**config.mk**
```make
export PLATFORM = sky130hd
export DESIGN_NAME = command_slot_dispatcher_top
export DESIGN_NICKNAME = d
export VERILOG_FILES = /design/src/rtl/core/csd_pkg.sv /design/src/rtl/core/csd_front.sv /design/src/rtl/core/csd_back.sv /design/src/rtl/core/command_slot_dispatcher_top.sv
export SDC_FILE = /design/constraint.sdc
export NUM_CORES = 2
export LEC_CHECK = 0
export BUFFER_PORTS_ARGS = -buffer_cell sky130_fd_sc_hd__buf_2
export CORE_MARGIN = 5
export CORE_UTILIZATION = 30
export DETAILED_ROUTE_END_ITERATION = 10
export PLACE_DENSITY = 0.44
export REMOVE_ABC_BUFFERS = 1
export SLEW_MARGIN = 40
export SYNTH_ARGS = -nofsm -noshare
export SYNTH_HDL_FRONTEND = slang
export SYNTH_MEMORY_MAX_BITS = 65536
export SYNTH_SLANG_ARGS = --single-unit
```
**constraint.sdc**
```tcl
create_clock -name clk_i -period 46.4 [get_ports clk_i]
set_clock_uncertainty 0.15 [all_clocks]
set_input_delay 9.28 -clock clk_i [delete_from_list [all_inputs] [get_ports clk_i]]
set_output_delay 9.28 -clock clk_i [all_outputs]
set_load 0.02 [all_outputs]
```
**src/rtl/core/csd_pkg.sv**
```systemverilog
`default_nettype none

package csd_pkg;

  localparam int unsigned QUEUE_DEPTH_DEF = 32;
  localparam int unsigned NUM_SLOTS_DEF   = 32;
  localparam int unsigned SLOT_W          = 5;
  localparam int unsigned TAG_W           = 8;
  localparam int unsigned LBA_W           = 48;
  localparam int unsigned CNT_W           = 16;
  localparam int unsigned ADDR_W          = 48;
  localparam int unsigned CI_W            = 32;

  localparam logic REQ_SUBMIT = 1'b0;
  localparam logic REQ_POLL   = 1'b1;

  localparam logic [1:0] KIND_COMPLETE = 2'd0;
  localparam logic [1:0] KIND_ISSUE    = 2'd1;
  localparam logic [1:0] KIND_FULL     = 2'd2;

  typedef enum logic {
    OP_SUBMIT,
    OP_POLL
  } op_e;

  typedef struct packed {
    logic              req_type;
    logic [TAG_W-1:0]  tag;
    logic [LBA_W-1:0]  lba;
    logic [CNT_W-1:0]  sector_count;
    logic              is_write;
    logic [ADDR_W-1:0] buffer_addr;
    logic [CI_W-1:0]   ci_snapshot;
  } req_t;

  typedef struct packed {
    logic [1:0]        kind;
    logic [SLOT_W-1:0] slot;
    logic [TAG_W-1:0]  tag_res;
    logic [LBA_W-1:0]  lba_res;
    logic [CNT_W-1:0]  sector_count_res;
    logic              is_write_res;
    logic [ADDR_W-1:0] buffer_addr_res;
    logic              last;
  } res_t;

  typedef struct packed {
    op_e  op;
    req_t req;
  } cmd_t;

  // one queued request as stored in the request FIFO
  typedef struct packed {
    logic [TAG_W-1:0]  tag;
    logic [LBA_W-1:0]  lba;
    logic [CNT_W-1:0]  sector_count;
    logic              is_write;
    logic [ADDR_W-1:0] buffer_addr;
  } qent_t;

endpackage

`default_nettype wire

```
**src/rtl/core/csd_front.sv**
```systemverilog
`default_nettype none

module csd_front (
  input  wire logic          clk_i,
  input  wire logic          rst_ni,
  input  wire logic          start_i,
  input  wire csd_pkg::req_t req_i,
  output logic               busy_o,
  output logic               cmd_valid_o,
  output csd_pkg::cmd_t      cmd_o,
  input  wire logic          cmd_take_i
);
  import csd_pkg::*;

  cmd_t       ent_q [2];
  cmd_t       cmd_in;
  logic       wp_q, rp_q;
  logic [1:0] cnt_q;
  logic       push, pop;

  assign busy_o      = (cnt_q == 2'd2);
  assign cmd_valid_o = (cnt_q != 2'd0);
  assign cmd_o       = ent_q[rp_q];
  assign push        = start_i && !busy_o;
  assign pop         = cmd_take_i && cmd_valid_o;

  always_comb begin
    cmd_in.req = req_i;
    cmd_in.op  = (req_i.req_type == REQ_POLL) ? OP_POLL : OP_SUBMIT;
  end

  always_ff @(posedge clk_i) begin
    if (push) begin
      ent_q[wp_q] <= cmd_in;
    end
  end

  always_ff @(posedge clk_i or negedge rst_ni) begin
    if (!rst_ni) begin
      wp_q  <= 1'b0;
      rp_q  <= 1'b0;
      cnt_q <= 2'd0;
    end else begin
      if (push) begin
        wp_q <= ~wp_q;
      end
      if (pop) begin
        rp_q <= ~rp_q;
      end
      unique case ({push, pop})
        2'b10:   cnt_q <= cnt_q + 2'd1;
        2'b01:   cnt_q <= cnt_q - 2'd1;
        default: cnt_q <= cnt_q;
      endcase
    end
  end

endmodule

`default_nettype wire

```
**src/rtl/core/csd_back.sv**
```systemverilog
`default_nettype none

module csd_back #(
  parameter int unsigned QUEUE_DEPTH = csd_pkg::QUEUE_DEPTH_DEF,
  parameter int unsigned NUM_SLOTS   = csd_pkg::NUM_SLOTS_DEF
) (
  input  wire logic          clk_i,
  input  wire logic          rst_ni,
  input  wire logic          cmd_valid_i,
  input  wire csd_pkg::cmd_t cmd_i,
  output logic               cmd_take_o,
  output logic               res_valid_o,
  output csd_pkg::res_t      res_o
);
  import csd_pkg::*;

  localparam int unsigned QAW = $clog2(QUEUE_DEPTH);
  localparam int unsigned FW  = $clog2(QUEUE_DEPTH + 1);
  localparam int unsigned SW  = (NUM_SLOTS > 1) ? $clog2(NUM_SLOTS) : 1;

  typedef enum logic [2:0] {
    ST_IDLE,
    ST_SUBMIT,
    ST_COMP,
    ST_ISSUE,
    ST_FLUSH
  } state_e;

  state_e               state_q;
  cmd_t                 cmd_q;
  logic [SW-1:0]        scan_q;
  logic [NUM_SLOTS-1:0] busy_q;
  logic [QAW-1:0]       head_q, tail_q, head_d;
  logic [FW-1:0]        fill_q;
  res_t                 hold_q;
  logic                 hold_v_q;
  res_t                 res_q;
  logic                 valid_q;

  qent_t                mem [QUEUE_DEPTH];
  qent_t                rd_q;
  qent_t                wr_ent;
  logic [TAG_W-1:0]     slot_tag [NUM_SLOTS];

  logic                 q_full, scan_last;
  logic                 wr_en, comp_fire, issue_fire, new_valid;
  res_t                 new_res;
  logic                 emit;
  res_t                 emit_res;

  function automatic logic [QAW-1:0] ptr_next(input logic [QAW-1:0] p);
    ptr_next = (p == QAW'(QUEUE_DEPTH - 1)) ? '0 : p + QAW'(1);
  endfunction

  assign cmd_take_o  = (state_q == ST_IDLE) && cmd_valid_i;
  assign res_valid_o = valid_q;
  assign res_o       = res_q;

  assign q_full     = (fill_q == FW'(QUEUE_DEPTH));
  assign scan_last  = (scan_q == SW'(NUM_SLOTS - 1));
  assign wr_en      = (state_q == ST_SUBMIT) && !q_full;
  assign comp_fire  = (state_q == ST_COMP) && busy_q[scan_q]
                      && !cmd_q.req.ci_snapshot[scan_q];
  assign issue_fire = (state_q == ST_ISSUE) && (fill_q != '0) && !busy_q[scan_q];
  assign head_d     = issue_fire ? ptr_next(head_q) : head_q;

  // drain the held result when the next one arrives, or with last set at flush
  assign emit = hold_v_q && (new_valid || (state_q == ST_FLUSH));

  always_comb begin
    emit_res      = hold_q;
    emit_res.last = (state_q == ST_FLUSH);
  end

  always_comb begin
    wr_ent.tag          = cmd_q.req.tag;
    wr_ent.lba          = cmd_q.req.lba;
    wr_ent.sector_count = cmd_q.req.sector_count;
    wr_ent.is_write     = cmd_q.req.is_write;
    wr_ent.buffer_addr  = cmd_q.req.buffer_addr;
  end

  // build the result produced this cycle, if any
  always_comb begin
    new_res   = '0;
    new_valid = 1'b0;
    if (comp_fire) begin
      new_valid       = 1'b1;
      new_res.kind    = KIND_COMPLETE;
      new_res.slot    = SLOT_W'(scan_q);
      new_res.tag_res = slot_tag[scan_q];
    end else if (issue_fire) begin
      new_valid                = 1'b1;
      new_res.kind             = KIND_ISSUE;
      new_res.slot             = SLOT_W'(scan_q);
      new_res.tag_res          = rd_q.tag;
      new_res.lba_res          = rd_q.lba;
      new_res.sector_count_res = rd_q.sector_count;
      new_res.is_write_res     = rd_q.is_write;
      new_res.buffer_addr_res  = rd_q.buffer_addr;
    end else if ((state_q == ST_SUBMIT) && q_full) begin
      new_valid       = 1'b1;
      new_res.kind    = KIND_FULL;
      new_res.tag_res = cmd_q.req.tag;
    end
  end

  // request FIFO storage; read port follows the next head
  always_ff @(posedge clk_i) begin
    if (wr_en) begin
      mem[tail_q] <= wr_ent;
    end
    rd_q <= mem[head_d];
  end

  always_ff @(posedge clk_i) begin
    if (issue_fire) begin
      slot_tag[scan_q] <= rd_q.tag;
    end
  end

  always_ff @(posedge clk_i) begin
    if (cmd_take_o) begin
      cmd_q <= cmd_i;
    end
  end

  always_ff @(posedge clk_i or negedge rst_ni) begin
    if (!rst_ni) begin
      state_q  <= ST_IDLE;
      scan_q   <= '0;
      busy_q   <= '0;
      head_q   <= '0;
      tail_q   <= '0;
      fill_q   <= '0;
      hold_q   <= '0;
      hold_v_q <= 1'b0;
      res_q    <= '0;
      valid_q  <= 1'b0;
    end else begin
      valid_q <= emit;
      head_q  <= head_d;
      if (emit) begin
        res_q <= emit_res;
      end

      // hold one result back so the final one can carry last
      if (new_valid) begin
        hold_q   <= new_res;
        hold_v_q <= 1'b1;
      end

      if (comp_fire) begin
        busy_q[scan_q] <= 1'b0;
      end
      if (issue_fire) begin
        busy_q[scan_q] <= 1'b1;
        fill_q         <= fill_q - FW'(1);
      end

      unique case (state_q)
        ST_IDLE: begin
          if (cmd_valid_i) begin
            scan_q  <= '0;
            state_q <= (cmd_i.op == OP_POLL) ? ST_COMP : ST_SUBMIT;
          end
        end
        ST_SUBMIT: begin
          if (!q_full) begin
            tail_q <= ptr_next(tail_q);
            fill_q <= fill_q + FW'(1);
          end
          state_q <= ST_FLUSH;
        end
        ST_COMP: begin
          if (scan_last) begin
            scan_q  <= '0;
            state_q <= ST_ISSUE;
          end else begin
            scan_q <= scan_q + SW'(1);
          end
        end
        ST_ISSUE: begin
          if ((fill_q == '0) || scan_last) begin
            state_q <= ST_FLUSH;
          end else begin
            scan_q <= scan_q + SW'(1);
          end
        end
        ST_FLUSH: begin
          hold_v_q <= 1'b0;
          state_q  <= ST_IDLE;
        end
        default: state_q <= ST_IDLE;
      endcase
    end
  end

endmodule

`default_nettype wire

```
**src/rtl/core/command_slot_dispatcher_top.sv**
```systemverilog
`default_nettype none

// Command slot dispatcher. Raise start_i with a submit or poll beat on req_i; the beat is
// taken when busy_o is low. A front stage buffers up to two beats, and a back stage runs
// them one at a time. A submit passes through dispatch, FIFO write and flush in the back
// stage, and gives a queue-full result only when the request FIFO holds QUEUE_DEPTH
// entries. A poll runs dispatch, a completion scan over every slot, an issue scan over
// the slots (stopping early once the FIFO runs dry) and flush; both scans step one slot
// per cycle. Each result appears on res_o for one cycle with res_valid_o high and must
// be taken then; the block never waits on the receiver. The last result of an item is
// registered at the end of the flush cycle with last set and shows on res_o the cycle
// after. Each result is held back in hold_q before it is registered into res_q, so
// results trail the scan.
module command_slot_dispatcher_top #(
  parameter int unsigned QUEUE_DEPTH = csd_pkg::QUEUE_DEPTH_DEF,
  parameter int unsigned NUM_SLOTS   = csd_pkg::NUM_SLOTS_DEF
) (
  input  wire logic          clk_i,
  input  wire logic          rst_ni,
  input  wire logic          start_i,
  input  wire csd_pkg::req_t req_i,
  output logic               busy_o,
  output logic               res_valid_o,
  output csd_pkg::res_t      res_o
);
  import csd_pkg::*;

  cmd_t cmd;
  logic cmd_valid;
  logic cmd_take;

  csd_front u_front (
    .clk_i       (clk_i),
    .rst_ni      (rst_ni),
    .start_i     (start_i),
    .req_i       (req_i),
    .busy_o      (busy_o),
    .cmd_valid_o (cmd_valid),
    .cmd_o       (cmd),
    .cmd_take_i  (cmd_take)
  );

  csd_back #(
    .QUEUE_DEPTH (QUEUE_DEPTH),
    .NUM_SLOTS   (NUM_SLOTS)
  ) u_back (
    .clk_i       (clk_i),
    .rst_ni      (rst_ni),
    .cmd_valid_i (cmd_valid),
    .cmd_i       (cmd),
    .cmd_take_o  (cmd_take),
    .res_valid_o (res_valid_o),
    .res_o       (res_o)
  );

endmodule

`default_nettype wire
```
==> Word-level counts from Yosys, hierarchy flattened <==
Memories as Yosys holds them, arrays and structs flattened. A register that Yosys moved wholly into a read port is not among the register bits.
Index checks and enable logic that the tools add are counted.
{ "op_classes": {"n_addsub": 7, "magnitude_cmp": 2, "eq_ne": 15, "muxes": 44, "n_bitwise": 6, "reduce_logical": 27} }
{ "ops": {"columns": ["operator", "count"], "rows": [
  ["113-bit two-way mux", 2],
  ["32-bit two-way mux", 2],
  ["5-bit two-way mux", 7],
  ["32-bit bitwise AND", 1],
  ["32-bit inverter", 1],
  ["32-bit OR", 1],
  ["6-bit two-way mux", 3],
  ["8-bit two-way mux", 2],
  ["5-bit by 1-bit adder with 5-bit output, second input constant", 3],
  ["5-bit equality test, second input constant", 3],
  ["1-bit two-way mux", 15],
  ["15-bit two-way mux", 1],
  ["5-bit case mux with 3 select lines", 1],
  ["3-bit case mux with 4 select lines", 1],
  ["1-bit logical AND", 11],
  ["1-bit binary-select mux with 5-bit select", 2],
  ["3-bit two-way mux", 3],
  ["6-bit by 1-bit adder with 6-bit output, second input constant", 1],
  ["3-bit by 2-bit equality test with 1-bit output, second input constant", 2],
  ["6-bit equality test, second input constant", 1],
  ["6-bit zero test", 1],
  ["5-bit by 6-bit less-than comparator with 1-bit output, second input constant", 1],
  ["2-bit two-way mux", 3],
  ["3-bit AND reduction", 2],
  ["20 further kinds", 31]
]} }
{ "totals": {"register_bits": 472, "mem_bits_rw": 4438, "out_inout_bits": 131, "elab_cells": 136, "memories": 3} }
{ "memory_table": {"columns": ["name", "words", "width", "read_ports", "rd_clocked_by_memory_dff", "write_ports", "line_no", "rtl"], "rows": [
  ["u_back.mem", 32, 121, 1, 1, 1, "csd_back.sv:40", "qent_t mem [QUEUE_DEPTH];"],
  ["u_front.ent_q", 2, 155, 1, 0, 1, "csd_front.sv:15", "cmd_t ent_q [2];"],
  ["u_back.slot_tag", 32, 8, 1, 0, 1, "csd_back.sv:43", "logic [TAG_W-1:0] slot_tag [NUM_SLOTS];"]
]} }

==> Logic depth before layout (Yosys ltp) <==
{ "depth": {"ltp_word": 9, "depth_mapped": 18} }

==> Cells and area by module <==
A second synthesis with hierarchy kept.
{ "unflattened": {"hier_cells": 11660, "hier_area_um2": 193807.1} }
{ "modules_own_cells": {"columns": ["mod", "instances", "cells_each", "area_each_um2", "seq_area_each_um2"], "rows": [
  ["csd_back", 1, 11162, 182403.7, 138858.2],
  ["csd_front", 1, 498, 11403.4, 9349.0]
]} }

==> Least setup slack after synthesis <==
No wires, ideal clock.
{ "synth_timing": {"kind": "flip-flop to flip-flop", "from": "reg u_back.state_q[1]", "to": "reg u_front.cnt_q[1]", "setup_time_ns": 0.079, "arrival_ns": 17.417, "required_ns": 46.171, "slack_ns": 28.754, "stages_incl_launch_ff": 6, "n_path_buf": 1, "period_less_slack_ns": 17.646, "cell_sequence": "dfrtp_1 clkbuf_1 nor4_1 ha_1 nor2_1 xor2_1"} }
{ "synth_via": {"elab_chain_cells": 5} }
{ "synth_lines": {"columns": ["element", "line_no", "rtl"], "rows": [
  ["start, declared", "csd_back.sv:29", "state_e state_q;"],
  ["start signal, assigned", "csd_back.sv:165", "state_q <= (cmd_i.op == OP_POLL) ? ST_COMP : ST_SUBMIT;"],
  ["3-bit zero test (*)", "csd_back.sv:55", "assign cmd_take_o = (state_q == ST_IDLE) && cmd_valid_i;"],
  ["1-bit logical AND (*)", "csd_back.sv:55", null],
  ["named net cmd_take", "command_slot_dispatcher_top.sv:30", "logic cmd_take;"],
  ["1-bit logical AND (*)", "csd_front.sv:25", "assign pop = cmd_take_i && cmd_valid_o;"],
  ["2-bit by 1-bit equality test with 1-bit output / 2-bit equality test (equally long branches)", "csd_front.sv:50", "unique case ({push, pop})"],
  ["2-bit case mux with 2 select lines / 2-bit nonzero test (equally long branches)", null, null],
  ["end signal, assigned", "csd_front.sv:51", "2'b10: cnt_q <= cnt_q + 2'd1;"],
  ["end signal, assigned", "csd_front.sv:52", "2'b01: cnt_q <= cnt_q - 2'd1;"],
  ["end signal, assigned", "csd_front.sv:53", "default: cnt_q <= cnt_q;"],
  ["end, declared", "csd_front.sv:18", "logic [1:0] cnt_q;"]
]} }
Mark *: on every way through the listed nets, which the timed path passes. The rest lies on a longest branch.
A chain may end at the register's enable or synchronous reset.

==> Worst setup path after layout <==
{ "layout_timing": {"from": "reg u_front.cnt_q[0]", "to": "out busy_o"} }
{ "layout_via": {"elab_chain_cells": 1} }
{ "layout_lines": {"columns": ["element", "line_no", "rtl"], "rows": [
  ["2-bit equality test", "csd_front.sv:21", "assign busy_o = (cnt_q == 2'd2);"],
  ["end, declared", "command_slot_dispatcher_top.sv:22", "output logic busy_o,"]
]} }
No other way between the ends.

==> results.toml <==
[global_route]
grt_busiest_layer = "met2"
met3_usage_pct = 2.213
use_met1_pct = 24.19
grt_overflow_total = 0
grt_pass1_wl_um = 815800
grt_pass1_vias = 106376
use_met2_pct = 29.20
grt_max_degree = 171
grt_usage_pct = 17.48
antenna_found_initial = 29

[placed_design]
placed_area_mm2 = 0.2021
gp_congestion = 0.7429
dp_cells = 19722
place.detailed.hpwl_um = 309400
port_buffers = 287

[timing]
tightestPinTransition_ns = 0.8933
slew_headroom_pct = 40.45
fin_crit_ns = 11.36
rsz0062_at_grt = "no"
fin_tns_setup_ns = 0
slew_violations = 0
setup_viol = 0
hold_slack_ns = 0.3006
fmax_mhz = 88.03
hold_violations = 0
period_share_pct = 24.48

[floorplan]
die_w_um = 803.3
rows = 291
die_h_um = 803.3
io_pins = 288
initial_core_util_pct = 30.08
core_area_mm2 = 0.6277
dieArea_mm2 = 0.6453

[drt]
drt-total-wl_um = 582500
vias = 105628
post_drt_wl_per_cell_um = 27.92
via_per_inst = 5.062
drt_iter0_drc = 9942
ant_nets = 0
drcViolationCount = 0
drtPass1Iterations = 5

[clocking]
cts.path.max_buffers = 4
clk_latency_ns = 1.08
cts_buffers = 576
clockRootBuffer = "clkbuf_16"
h-tree-depth = 6
clock_sinks = 5029
post_cts_buffers = 0
ctsHoldBuffers = 0
clk_pin_slew_ns = 0.06
postCtsResizedCells = 0
cts_tree = "yes"

[worst_setup_path]
crit_family = "flip-flops"
arrival_ns = 1.93
worstPathMaxFanout = 5
path_class = "reg2out"
r2r_slack_ns = 38.52
cp-start-kind = "flop"
cp_data_required_time_ns = 36.97
cp-end-kind = "output pin"
cp_num_buf_inv = 2
max_stage_delay_ns = 0.43
slowest_stage = "dfrtp_1"
crit_chain = "nand2b_1 -> inv_1 -> buf_2"

[final_layout]
fillers = 59055
fin_nets = 12207
areaGrowthSynthToFinish_pct = 17.37
post_layout_nonfiller_instances = 20865
drive_gt1_share_pct = 18.04
final_area_mm2 = 0.2216

[yosys]
synth.yosys.seq_area_share_pct = 78.50
netlist_area_mm2 = 0.1888
synth.distinct_cells = 71
postSynthCellCount = 11446
synth_enable_flop_cells = 4589
synth_area_per_cell_um2 = 16.49
async_flop_share_pct = 6.343
ys_ff_latch = 5029
ys_warn_count = 0
synthFlopType = "edfxtp_1"

[power_and_ir_drop]
finalPower_uw = 14160
leakagePower_uw = 0.07412
peakVddDrop_v = 0.00004595
powerDensity_mw_per_mm2 = 63.88

[worst_hold_path]
min_path_type = "reg2reg"

[flow_run]
drv_cap = 0

[outcome]
outcome = "completed"
## cell families after synthesis
group	synth area share [%]
XOR/XNOR	0.04639
multiplexers	6.732
AND/OR/NAND/NOR	8.841
adder cells (fa/ha/maj)	0.09941
AO/OA/AOI/OAI	4.069
buffers and inverters	1.712
flip-flops	78.50
## layout by cell type (no fill, tap or decap), drive strengths merged, types with 198 or more instances in the layout
| cell type | Yosys | routed |
|---|---|---|
| a31oi | 304 | 304 |
| and3 | 219 | 219 |
| buf | 350 | 710 |
| clkinv | 1 | 198 |
| nand3 | 673 | 673 |
| dfrtp | 319 | 319 |
| mux4 | 377 | 377 |
| edfxtp | 4589 | 4589 |
| clkbuf | 349 | 791 |
| mux2 | 284 | 284 |
| nand4 | 227 | 227 |
| nand2 | 2524 | 2524 |
## worst paths after layout
| check | start | end | cells after the start |
|---|---|---|---|
| setup / recovery | u_front.cnt_q[0] | busy_o | 3 |
| hold / removal | u_back.rd_q[50] | u_back.emit_res[51] | 1 |
| setup reg to reg | u_back.scan_q[1] | u_back.rd_q[86] | 14 |
| hold reg to reg | u_back.rd_q[50] | u_back.emit_res[51] | 1 |
| max in group asynchronous | rst_ni | u_back.scan_q[1] | 5 |
| min in group asynchronous | rst_ni | u_back.res_o[106] | 1 |
## flip-flops by register name, summed over array words and instances, names as in the netlist, 6 cells and up
name,count
u_back.mem,3872
u_front.ent_q,308
u_back.slot_tag,256
u_back.cmd_q,153
u_back.res_o,129
u_back.emit_res,128
u_back.rd_q,121
u_back.busy_q,32
u_back.fill_q,6
## cell type report
type	instances	area [um^2]	share of cell area, %
clock buffers	791	15810	7.134
diodes	6	15.01	0.006776
inverters	18	96.34	0.04348
flip-flops and latches	5029	148200	66.89
multi-input cells	5700	37850	17.08
clock inverters	261	2586	1.167
well taps	8350	10450	4.715
repair buffers	710	6570	2.965
## where the power goes
part           internal (uW)  total (uW)  switching [uW]
Clock                   2550        4420            1870
Sequential              5760        6060             301
Combinational           1210        3670            2460
Total                   9520       14200            4630
## synthesized netlist by cell type (23+ instances only)
| master | number | share of area (%) |
|---|---|---|
| a311oi_1 | 44 | 0.20 |
| o21ai_0 | 102 | 0.27 |
| nand2_1 | 2524 | 5.0 |
| o22ai_1 | 31 | 0.10 |
| o311ai_1 | 31 | 0.14 |
| mux2_2 | 284 | 1.7 |
| mux4_2 | 377 | 4.5 |
| nor2_1 | 134 | 0.27 |
| a32o_1 | 32 | 0.17 |
| edfxtp_1 | 4589 | 73 |
| and3_1 | 219 | 0.73 |
| a22o_1 | 116 | 0.54 |
| a21oi_1 | 54 | 0.14 |
| dfrtp_1 | 319 | 4.2 |
| clkbuf_1 | 349 | 0.69 |
| buf_2 | 227 | 0.60 |
| dfxtp_1 | 121 | 1.3 |
| a22oi_1 | 184 | 0.73 |
| buf_4 | 42 | 0.17 |
| a221o_1 | 30 | 0.16 |
| a31oi_1 | 304 | 1.0 |
| o2111ai_1 | 56 | 0.26 |
| buf_1 | 68 | 0.14 |
| nand3_1 | 673 | 1.8 |
| mux2i_1 | 102 | 0.54 |
| a32oi_1 | 23 | 0.11 |
| nand4_1 | 226 | 0.75 |
## per-stage QoR
stage               worst slack, ns  util, %
detailed placement            33.43    32.19
floorplan                    -9.121        -
finish                        35.04    35.30
global route                  34.77    35.30
global placement              33.60    31.91
CTS                           34.62    35.12
## routing by layer
metal | wire length [um] | up-vias
met5 | 13 | -
met4 | 14930 | 2
met3 | 30840 | 844
met2 | 280600 | 3232
met1 | 256100 | 56173
li1 | - | 45377
Note: power is estimated with default switching activity, not from simulation.
